===== config.mk =====
export PLATFORM = sky130hd
export DESIGN_NAME = can_frame_signal_extractor
export DESIGN_NICKNAME = d
export VERILOG_FILES = /design/src/rtl/cfse_pkg.sv /design/src/rtl/cfse_ram.sv /design/src/rtl/cfse_extract.sv /design/src/rtl/can_frame_signal_extractor.sv
export SDC_FILE = /design/constraint.sdc
export NUM_CORES = 2
export LEC_CHECK = 0
export CAP_MARGIN = 20
export CORE_MARGIN = 4
export CORE_UTILIZATION = 50
export CTS_BUF_LIST = sky130_fd_sc_hd__clkbuf_4
export DETAILED_ROUTE_END_ITERATION = 8
export DONT_BUFFER_PORTS = 1
export PLACE_DENSITY = 0.66
export SKIP_CTS_REPAIR_TIMING = 1
export SLEW_MARGIN = 0
export SYNTH_ARGS = -nofsm -noshare
export SYNTH_HDL_FRONTEND = slang
export SYNTH_HIERARCHICAL = 1
export SYNTH_SLANG_ARGS = --single-unit

===== constraint.sdc =====
create_clock -name clk -period 14.3 [get_ports clk]
set_input_delay 0.715 -clock clk [delete_from_list [all_inputs] [get_ports clk]]
set_output_delay 0.715 -clock clk [all_outputs]
set_load 0.01 [all_outputs]

===== src/rtl/cfse_pkg.sv =====
// Shared types and constants for the CAN frame signal extractor.
package cfse_pkg;

	localparam int DEF_TABLE_DEPTH = 32;
	localparam int MAX_FRAME_BYTES = 8;
	localparam int DEF_WIDTH       = 47;

	typedef enum logic {
		OP_LOAD   = 1'b0,
		OP_DECODE = 1'b1
	} op_t;

	typedef enum logic [1:0] {
		ST_IDLE,
		ST_WALK,
		ST_DRAIN,
		ST_FLUSH
	} walk_state_t;

	// One signal definition as held in the table memory.
	typedef struct packed {
		logic [28:0] id;
		logic [3:0]  src;
		logic        be;
		logic [5:0]  fbit;
		logic [6:0]  blen;
	} sig_def_t;

	// Frame under decode.
	typedef struct packed {
		logic [28:0] id;
		logic [3:0]  src;
		logic [3:0]  len;
		logic [63:0] data;
	} frame_t;

	// Match and value for one definition against the current frame.
	typedef struct packed {
		logic        hit;
		logic [63:0] value;
	} ext_res_t;

endpackage


===== src/rtl/cfse_ram.sv =====
// Generic single-write, single-read RAM with registered read data.
module cfse_ram #(
	parameter int WIDTH = 8,
	parameter int DEPTH = 32,
	localparam int AW = (DEPTH > 1) ? $clog2(DEPTH) : 1
) (
	input  logic             clk,
	input  logic             we,
	input  logic [AW-1:0]    waddr,
	input  logic [WIDTH-1:0] wdata,
	input  logic             re,
	input  logic [AW-1:0]    raddr,
	output logic [WIDTH-1:0] rdata
);

	logic [WIDTH-1:0] mem [DEPTH];

	always_ff @(posedge clk) begin
		if (we) begin
			mem[waddr] <= wdata;
		end
		if (re) begin
			rdata <= mem[raddr];
		end
	end

endmodule


===== src/rtl/cfse_extract.sv =====
// Match check and Intel/Motorola bit-field extraction for one definition.
module cfse_extract
	import cfse_pkg::*;
(
	input  sig_def_t def,
	input  frame_t   frame,
	output ext_res_t res
);

	logic [2:0]  start_byte;
	logic [63:0] rev_data;
	logic [63:0] word;
	logic [5:0]  shamt;
	logic [6:0]  span;
	logic [6:0]  nbits;
	logic [63:0] mask;

	// Byte-reverse the payload so a Motorola field reads upward like an Intel one.
	always_comb begin
		for (int b = 0; b < 8; b++) begin
			rev_data[8*b +: 8] = frame.data[8*(7-b) +: 8];
		end
	end

	always_comb begin
		start_byte = def.fbit[5:3];
		if (def.be) begin
			word  = rev_data;
			shamt = {~start_byte, def.fbit[2:0]};
			span  = 7'd64 - 7'(shamt);
		end else begin
			word  = frame.data;
			shamt = def.fbit;
			span  = {frame.len[3:0], 3'b000} - 7'(def.fbit);
		end
		nbits = (def.blen < span) ? def.blen : span;
		// shift of 64 leaves zero, so a full-width field gets an all-ones mask
		mask  = ~({64{1'b1}} << nbits);

		res.value = (word >> shamt) & mask;
		res.hit   = (def.id == frame.id)
			&& ((def.src == 4'd0) || (def.src == frame.src))
			&& ({1'b0, start_byte} < frame.len);
	end

endmodule


===== src/rtl/can_frame_signal_extractor.sv =====
// Top level: CAN signal table, slot walk and result emission.
// Load word: busy stays low, the next word may follow at once.
// Decode word: busy through the walk, drain and flush states, so no new word is taken
//   meanwhile; the walk reads one table slot per cycle from the RAM port.
// Results: each hit is held until the next hit or the flush, then strobed from a register.
// Results are one-cycle strobes on valid; the receiver cannot stall them.
// Reset (arst_n low) clears all valid bits and the walk; table contents stay undefined.
module can_frame_signal_extractor
	import cfse_pkg::*;
#(
	parameter int TABLE_DEPTH = DEF_TABLE_DEPTH
) (
	input  logic        clk,
	input  logic        arst_n,
	input  logic        start,
	output logic        busy,
	input  logic        opcode,
	input  logic [4:0]  slot_index,
	input  logic        entry_enable,
	input  logic [28:0] can_id,
	input  logic [3:0]  bus_source,
	input  logic        big_endian,
	input  logic [5:0]  first_bit,
	input  logic [6:0]  bit_length,
	input  logic [3:0]  frame_len,
	input  logic [63:0] frame_data,
	output logic        valid,
	output logic [4:0]  signal_slot,
	output logic [63:0] raw_value,
	output logic        last_of_frame
);

	localparam int AW = (TABLE_DEPTH > 1) ? $clog2(TABLE_DEPTH) : 1;

	walk_state_t state_q, state_d;

	logic          accept;
	logic          load_go;
	logic          slot_in_range;
	logic [AW-1:0] wr_addr;
	sig_def_t      wr_def;

	logic          rd_en;
	logic          flush;
	logic [AW-1:0] ctr_q;
	logic          ctr_last;

	logic          slot_vld_q [TABLE_DEPTH];

	frame_t        frame_q;

	logic          rd_s1;
	logic          ok_s1;
	logic [AW-1:0] slot_s1;
	logic [DEF_WIDTH-1:0] rd_word;
	sig_def_t      def_s1;
	ext_res_t      ext_s1;
	logic          hit_s1;

	logic          pend_vld_q;
	logic [AW-1:0] pend_slot_q;
	logic [63:0]   pend_val_q;
	logic          emit;

	logic          valid_q;
	logic [4:0]    slot_q;
	logic [63:0]   value_q;
	logic          last_q;

	// ---------------------------------------------------------------
	// Input word handshake
	// ---------------------------------------------------------------
	assign accept        = start && !busy;
	assign load_go       = accept && (opcode == OP_LOAD);
	assign slot_in_range = 32'(slot_index) < TABLE_DEPTH;
	assign wr_addr       = AW'(slot_index);

	always_comb begin
		wr_def.id   = can_id;
		wr_def.src  = bus_source;
		wr_def.be   = big_endian;
		wr_def.fbit = first_bit;
		wr_def.blen = bit_length;
	end

	// ---------------------------------------------------------------
	// Walk sequencer: issue one slot read per cycle, drain, flush
	// ---------------------------------------------------------------
	assign ctr_last = (ctr_q == AW'(TABLE_DEPTH - 1));

	always_comb begin
		state_d = state_q;
		unique case (state_q)
			ST_IDLE: begin
				if (accept && (opcode == OP_DECODE)) begin
					state_d = ST_WALK;
				end
			end
			ST_WALK: begin
				if (ctr_last) begin
					state_d = ST_DRAIN;
				end
			end
			ST_DRAIN: state_d = ST_FLUSH;
			ST_FLUSH: state_d = ST_IDLE;
			default:  state_d = ST_IDLE;
		endcase
	end

	always_comb begin
		busy  = 1'b1;
		rd_en = 1'b0;
		flush = 1'b0;
		unique case (state_q)
			ST_IDLE:  busy  = 1'b0;
			ST_WALK:  rd_en = 1'b1;
			ST_DRAIN: ;
			ST_FLUSH: flush = 1'b1;
			default:  busy  = 1'b1;
		endcase
	end

	always_ff @(posedge clk or negedge arst_n) begin
		if (!arst_n) begin
			state_q <= ST_IDLE;
			ctr_q   <= '0;
		end else begin
			state_q <= state_d;
			// restart the slot counter on every accepted word
			if (accept) begin
				ctr_q <= '0;
			end else if (rd_en && !ctr_last) begin
				ctr_q <= ctr_q + AW'(1);
			end
		end
	end

	// Capture the frame; saturate the length to the payload size.
	always_ff @(posedge clk) begin
		if (accept && (opcode == OP_DECODE)) begin
			frame_q.id   <= can_id;
			frame_q.src  <= bus_source;
			frame_q.len  <= (frame_len > 4'(MAX_FRAME_BYTES)) ? 4'(MAX_FRAME_BYTES)
				: frame_len;
			frame_q.data <= frame_data;
		end
	end

	// ---------------------------------------------------------------
	// Slot valid bits (flops) and definition memory
	// ---------------------------------------------------------------
	always_ff @(posedge clk or negedge arst_n) begin
		if (!arst_n) begin
			for (int i = 0; i < TABLE_DEPTH; i++) begin
				slot_vld_q[i] <= 1'b0;
			end
		end else if (load_go && slot_in_range) begin
			slot_vld_q[wr_addr] <= entry_enable;
		end
	end

	// Loads never overlap the walk (busy holds them off), so no forwarding is needed.
	cfse_ram #(
		.WIDTH(DEF_WIDTH),
		.DEPTH(TABLE_DEPTH)
	) u_table (
		.clk  (clk),
		.we   (load_go && slot_in_range && entry_enable),
		.waddr(wr_addr),
		.wdata(wr_def),
		.re   (rd_en),
		.raddr(ctr_q),
		.rdata(rd_word)
	);

	// Stage 1 tags are registered alongside the RAM read data.
	always_ff @(posedge clk or negedge arst_n) begin
		if (!arst_n) begin
			rd_s1 <= 1'b0;
		end else begin
			rd_s1 <= rd_en;
		end
	end

	always_ff @(posedge clk) begin
		if (rd_en) begin
			ok_s1   <= slot_vld_q[ctr_q];
			slot_s1 <= ctr_q;
		end
	end

	assign def_s1 = rd_word;

	cfse_extract u_extract (
		.def  (def_s1),
		.frame(frame_q),
		.res  (ext_s1)
	);

	assign hit_s1 = rd_s1 && ok_s1 && ext_s1.hit;

	// ---------------------------------------------------------------
	// Result emission: hold each hit until the next hit or the flush,
	// so the final one can carry last_of_frame.
	// ---------------------------------------------------------------
	assign emit = pend_vld_q && (hit_s1 || flush);

	always_ff @(posedge clk or negedge arst_n) begin
		if (!arst_n) begin
			pend_vld_q <= 1'b0;
			valid_q    <= 1'b0;
		end else begin
			if (hit_s1) begin
				pend_vld_q <= 1'b1;
			end else if (flush) begin
				pend_vld_q <= 1'b0;
			end
			valid_q <= emit;
		end
	end

	always_ff @(posedge clk) begin
		if (hit_s1) begin
			pend_slot_q <= slot_s1;
			pend_val_q  <= ext_s1.value;
		end
		if (emit) begin
			slot_q  <= 5'(pend_slot_q);
			value_q <= pend_val_q;
			last_q  <= flush;
		end
	end

	assign valid         = valid_q;
	assign signal_slot   = slot_q;
	assign raw_value     = value_q;
	assign last_of_frame = last_q;

`ifndef SYNTHESIS
	a_flush_emits_last: assert property (@(posedge clk) disable iff (!arst_n)
		(state_q == ST_FLUSH && pend_vld_q) |=> (valid && last_of_frame))
		else $error("pending hit not emitted as last at flush");

	a_quiet_after_last: assert property (@(posedge clk) disable iff (!arst_n)
		(valid && last_of_frame) |=> !valid)
		else $error("result strobe right after last of frame");

	a_result_needs_walk: assert property (@(posedge clk) disable iff (!arst_n)
		valid |-> $past(busy))
		else $error("result emitted outside a frame walk");

	a_load_stays_idle: assert property (@(posedge clk) disable iff (!arst_n)
		(start && !busy && opcode == OP_LOAD) |=> !busy)
		else $error("load word started a walk");

	a_s1_in_walk: assert property (@(posedge clk) disable iff (!arst_n)
		rd_s1 |-> (state_q == ST_WALK || state_q == ST_DRAIN))
		else $error("read data arrived outside walk or drain");
`endif

endmodule

==> impl_metrics.csv <==
group,metric,value,unit
cells_and_area,finalNetCount,5166,
die,die_w,398,µm
cts,numCtsBuffers,463,
cells_and_area,area_growth,12.1,%
route,wire_per_inst,27.3,µm
cts,cts_tree,"yes",
synthesis,ys_seq_area_share,72.2,%
cts,htreeDepth,5,
timing,setup_viol,0,
cts,cts_max_path_buffers,4,
global_routing,overflow,0,
synthesis,syn_area,0.0762,mm²
power,pwr-share-comb,37.5,%
worst_setup_path,critPathArrivalTime,6.59,ns
worst_setup_path,endpoint,"pend_val_q[5]$_DFFE_PP_",
route,viasPerCell,6.02,
timing,fin_ws,8.68,ns
worst_setup_path,reg2reg_to,"pend_val_q[5]$_DFFE_PP_",
synthesis,synthTopCellsByArea,"edfxtp_1 (71%), mux2i_1 (11%), mux4_2 (2.1%), a22oi_1 (1.5%), dfrtp_1 (1.4%)",
synthesis,syn_inst,4602,
timing,period_minus_slack,5.62,ns
global_routing,grt_max_degree,135,
synthesis,postSynthAreaPerCell,16.6,µm²
cells_and_area,final_layout_size_suffix_gt1_share,19.1,%
route,num_vias,44400,
synthesis,ys_seq_elements,1839,
worst_setup_path,critical_path_class,"flop to flop",
worst_setup_path,start_kind,"flop",
route,ant_nets,0,
route,dr.pass1.iters,8,
synthesis,synth_edf_count,1797,
cells_and_area,fin_cells,7381,
cts,clock-sinks,1839,
timing,rsz0062_at_grt,"no",
route,drt_wl_total,201000,µm
timing,hold_viol,0,
worst_setup_path,worstPathCellList,"inv_2 -> buf_4 -> ha_1 -> and3b_1 -> nor2_1 -> xor2_1 -> mux2i_1 -> inv_1 -> ha_1 -> nand2_1 -> o21ai_0 -> o2111ai_2 -> nand2_2 -> mux2_2 -> nor3_1 -> a21boi_0",
run_status,status,"finished clean",
hold_path,hold_class,"primary input to flop",
worst_setup_path,timing.rr.start,"u_table/rdata[8]$_DFFE_PP_",
synthesis,yosysTopAreaCell,"edfxtp_1",
synthesis,yosysWarnings,6,
die,die-area,0.159,mm²
timing,drv_slew,0,
placed_design,gp_congestion,0.887,
synthesis,synth_top_area_share,70.8,%
die,ios,197,
die,start_util,50.2,%
power,switchingPower,6.23,mW
cts,clk_latency,1.39,ns
route,post-route-drc-count,0,
timing,max_freq,178,MHz
synthesis,synth-main-ff-cell,"edfxtp_1",
worst_setup_path,critPathMaxFanout,70,
worst_setup_path,cp-end-kind,"flop",
timing,setup_tns,0,ns
global_routing,grt_pass1_vias,42700,
synthesis,synth_cell_types,83,
timing,worstMarginPinSlew,1.18,ns
power,p_per_area,198,mW/mm²
placed_design,place_hpwl,105000,µm
cells_and_area,num-fill-cells,12000,
power,switching_share,36.9,%
global_routing,antenna_found_initial,19,
worst_setup_path,r2r_slack,8.68,ns
die,rows,143,
die,die_y,398,µm
cells_and_area,fin_util,56.3,%
worst_setup_path,cp-startpoint,"u_table/rdata[8]$_DFFE_PP_",
cts,root_buffer,"clkbuf_4",
placed_design,port_buffers,0,
timing,fin_skew,0.160,ns
placed_design,pre_cts_slack,8.72,ns
synthesis,synth_async_sr_flop_share,2.28,%
global_routing,grt_pass1_wl,287000,µm
worst_setup_path,reg2reg_depth,16,
power,seq_power_share,37.9,%
global_routing,grtUsageTotal,24.6,%
cts,clk_pin_slew,0.06,ns
synthesis,synthesis.nets,4746,
worst_setup_path,cp_slowest_stage_delay,0.74,ns
timing,slew_headroom,21.4,%
power,clockPowerShare,24.6,%
worst_setup_path,cp_common_cell,"ha_1",
die,design.core.area,0.152,mm²
timing,min_period_over_period,39.3,%
route,first_iter_violations,4010,
power,p_leak,29.2,nW
worst_setup_path,cp_data_required_time,15.26,ns
power,ir_worst_vdd,175,µV
placed_design,placed_cells,6434,
job,cap_violations,0,
power,intPower,10.7,mW
worst_setup_path,critPathSlowestCell,"edfxtp_1",
## through the flow
step	power [mW]	instance area (µm²)	hold WS [ns]
2_1_floorplan	11.0	76200	0.400
3_5_place_dp	12.7	78100	0.405
4_1_cts	16.9	83600	-1.01
5_1_grt	17.7	85400	-0.0230
3_3_place_gp	12.7	78100	0.403
6_report	16.9	85400	0.0988
## worst min-delay path by stage
stage / endpoint / slack, ns / from / depth (start not counted)
floorplan: pend_slot_q[0]$_DFFE_PP_ / 0.40 / slot_s1[0]$_DFFE_PP_ / 0
global placement: raw_value[15]$_DFFE_PP_ / 0.40 / pend_val_q[15]$_DFFE_PP_ / 0
detailed placement: pend_slot_q[4]$_DFFE_PP_ / 0.40 / slot_s1[4]$_DFFE_PP_ / 0
CTS: slot_vld_q[5]$_DFFE_PN0P_ / -1.01 / arst_n / 0
global route: u_table/mem[18][24]$_DFFE_PP_ / -0.02 / slot_index[4] / 2
finish: frame_q[1]$_DFFE_PP_ / 0.1 / frame_data[1] / 1
## per-layer routing
layer  global-route usage, %  routed length, µm  vias up  share of wire, %
li1                        -                  -    19400                 -
met1                    32.4              80400    22600                40
met2                    40.9              99800     2084                50
met3                    4.88              14900      412               7.4
met4                    9.13               6150       12               3.1
met5                       0                 78        -             0.039
## area by class of cell
cell class	instances	area (µm²)	area share, %
flip-flops and latches	1839	55000	64.4
repair buffers	234	2410	2.82
diodes	20	50.0	0.0586
clock inverters	115	539	0.631
inverters	27	104	0.122
clock buffers	659	4950	5.79
well taps	2030	2540	2.97
multi-input cells	2457	19800	23.2
## synth_stat cells, types with 8 or more instances
cell type,number
xor2_1,37
dfrtp_1,42
buf_6,38
edfxtp_1,1797
mux2_2,89
o22ai_1,19
nor4_1,9
mux2i_1,817
nor2_1,154
buf_4,42
xnor2_1,10
a31oi_1,56
nor3_1,86
inv_1,26
clkbuf_1,111
a22o_1,94
a21o_1,9
ha_1,19
mux4_2,72
nand2_1,253
a211oi_1,42
o21ai_0,44
buf_8,8
buf_1,15
buf_2,62
a22oi_1,152
nand3_1,153
nand3b_1,9
a21oi_1,199
a221oi_1,9
## power groups by stage
stage	clock network (mW)	logic [mW]	registers, mW
after global placement	0	6.19	6.51
after floorplan	0	4.60	6.40
final	4.15	6.34	6.40
after CTS	4.27	6.19	6.40
after detailed placement	0	6.17	6.51
after global routing	4.57	6.72	6.41
## logic make-up (layout without fill, tap and decap cells)
logic type / Yosys count / after routing / share of synthesized area, %
adder cells (fa/ha/maj): 19 / 19 / 0.312
AND/OR/NAND/NOR: 732 / 732 / 4.40
AO/OA/AOI/OAI: 678 / 678 / 6.02
other: 0 / 20 / 0
flip-flops: 1839 / 1839 / 72.2
multiplexers: 980 / 980 / 14.2
buffers and inverters: 306 / 1035 / 2.32
XOR/XNOR: 48 / 48 / 0.561
## critical path: cells and delay by family (launching register included)
kind	cells	cell delay, ns
multiplexers	2	0.81
buffers and inverters	3	0.87
flip-flops	1	0.74
adder cells (fa/ha/maj)	2	0.65
XOR/XNOR	1	0.13
AO/OA/AOI/OAI	3	0.76
AND/OR/NAND/NOR	5	1.32
## cell usage in the layout (no fill, tap or decap), types with 12 or more instances in the layout
cell type      synthesis  final
a31oi_1               56     56
inv_1                 26     24
nor2_4                 0     33
diode_2                0     20
buf_4                 42     75
a22o_1                94     94
xor2_1                37     34
ha_1                  19     18
mux4_2                72     72
o22ai_1               19     19
a21oi_1              199    199
nand2_1              253    252
dlygate4sd3_1          0    135
nor3_1                86     86
o21ai_0               44     44
a22oi_1              152    152
dfrtp_1               42     41
mux2_2                89     89
clkinv_2               0     12
mux2i_1              817    817
buf_12                 0     22
nor2_1               154    122
clkinv_1               0     94
a211oi_1              42     42
nand3_1              153    153
clkbuf_4               2    659
edfxtp_1            1797   1797
## flip-flops by register name (all words and copies together) (netlist names), 32 cells and up
name,flops
u_table/mem,1504
frame_q,101
pend_val_q,64
raw_value,64
u_table/rdata,47
slot_vld_q,32
Power figures use the tool's default switching activity.
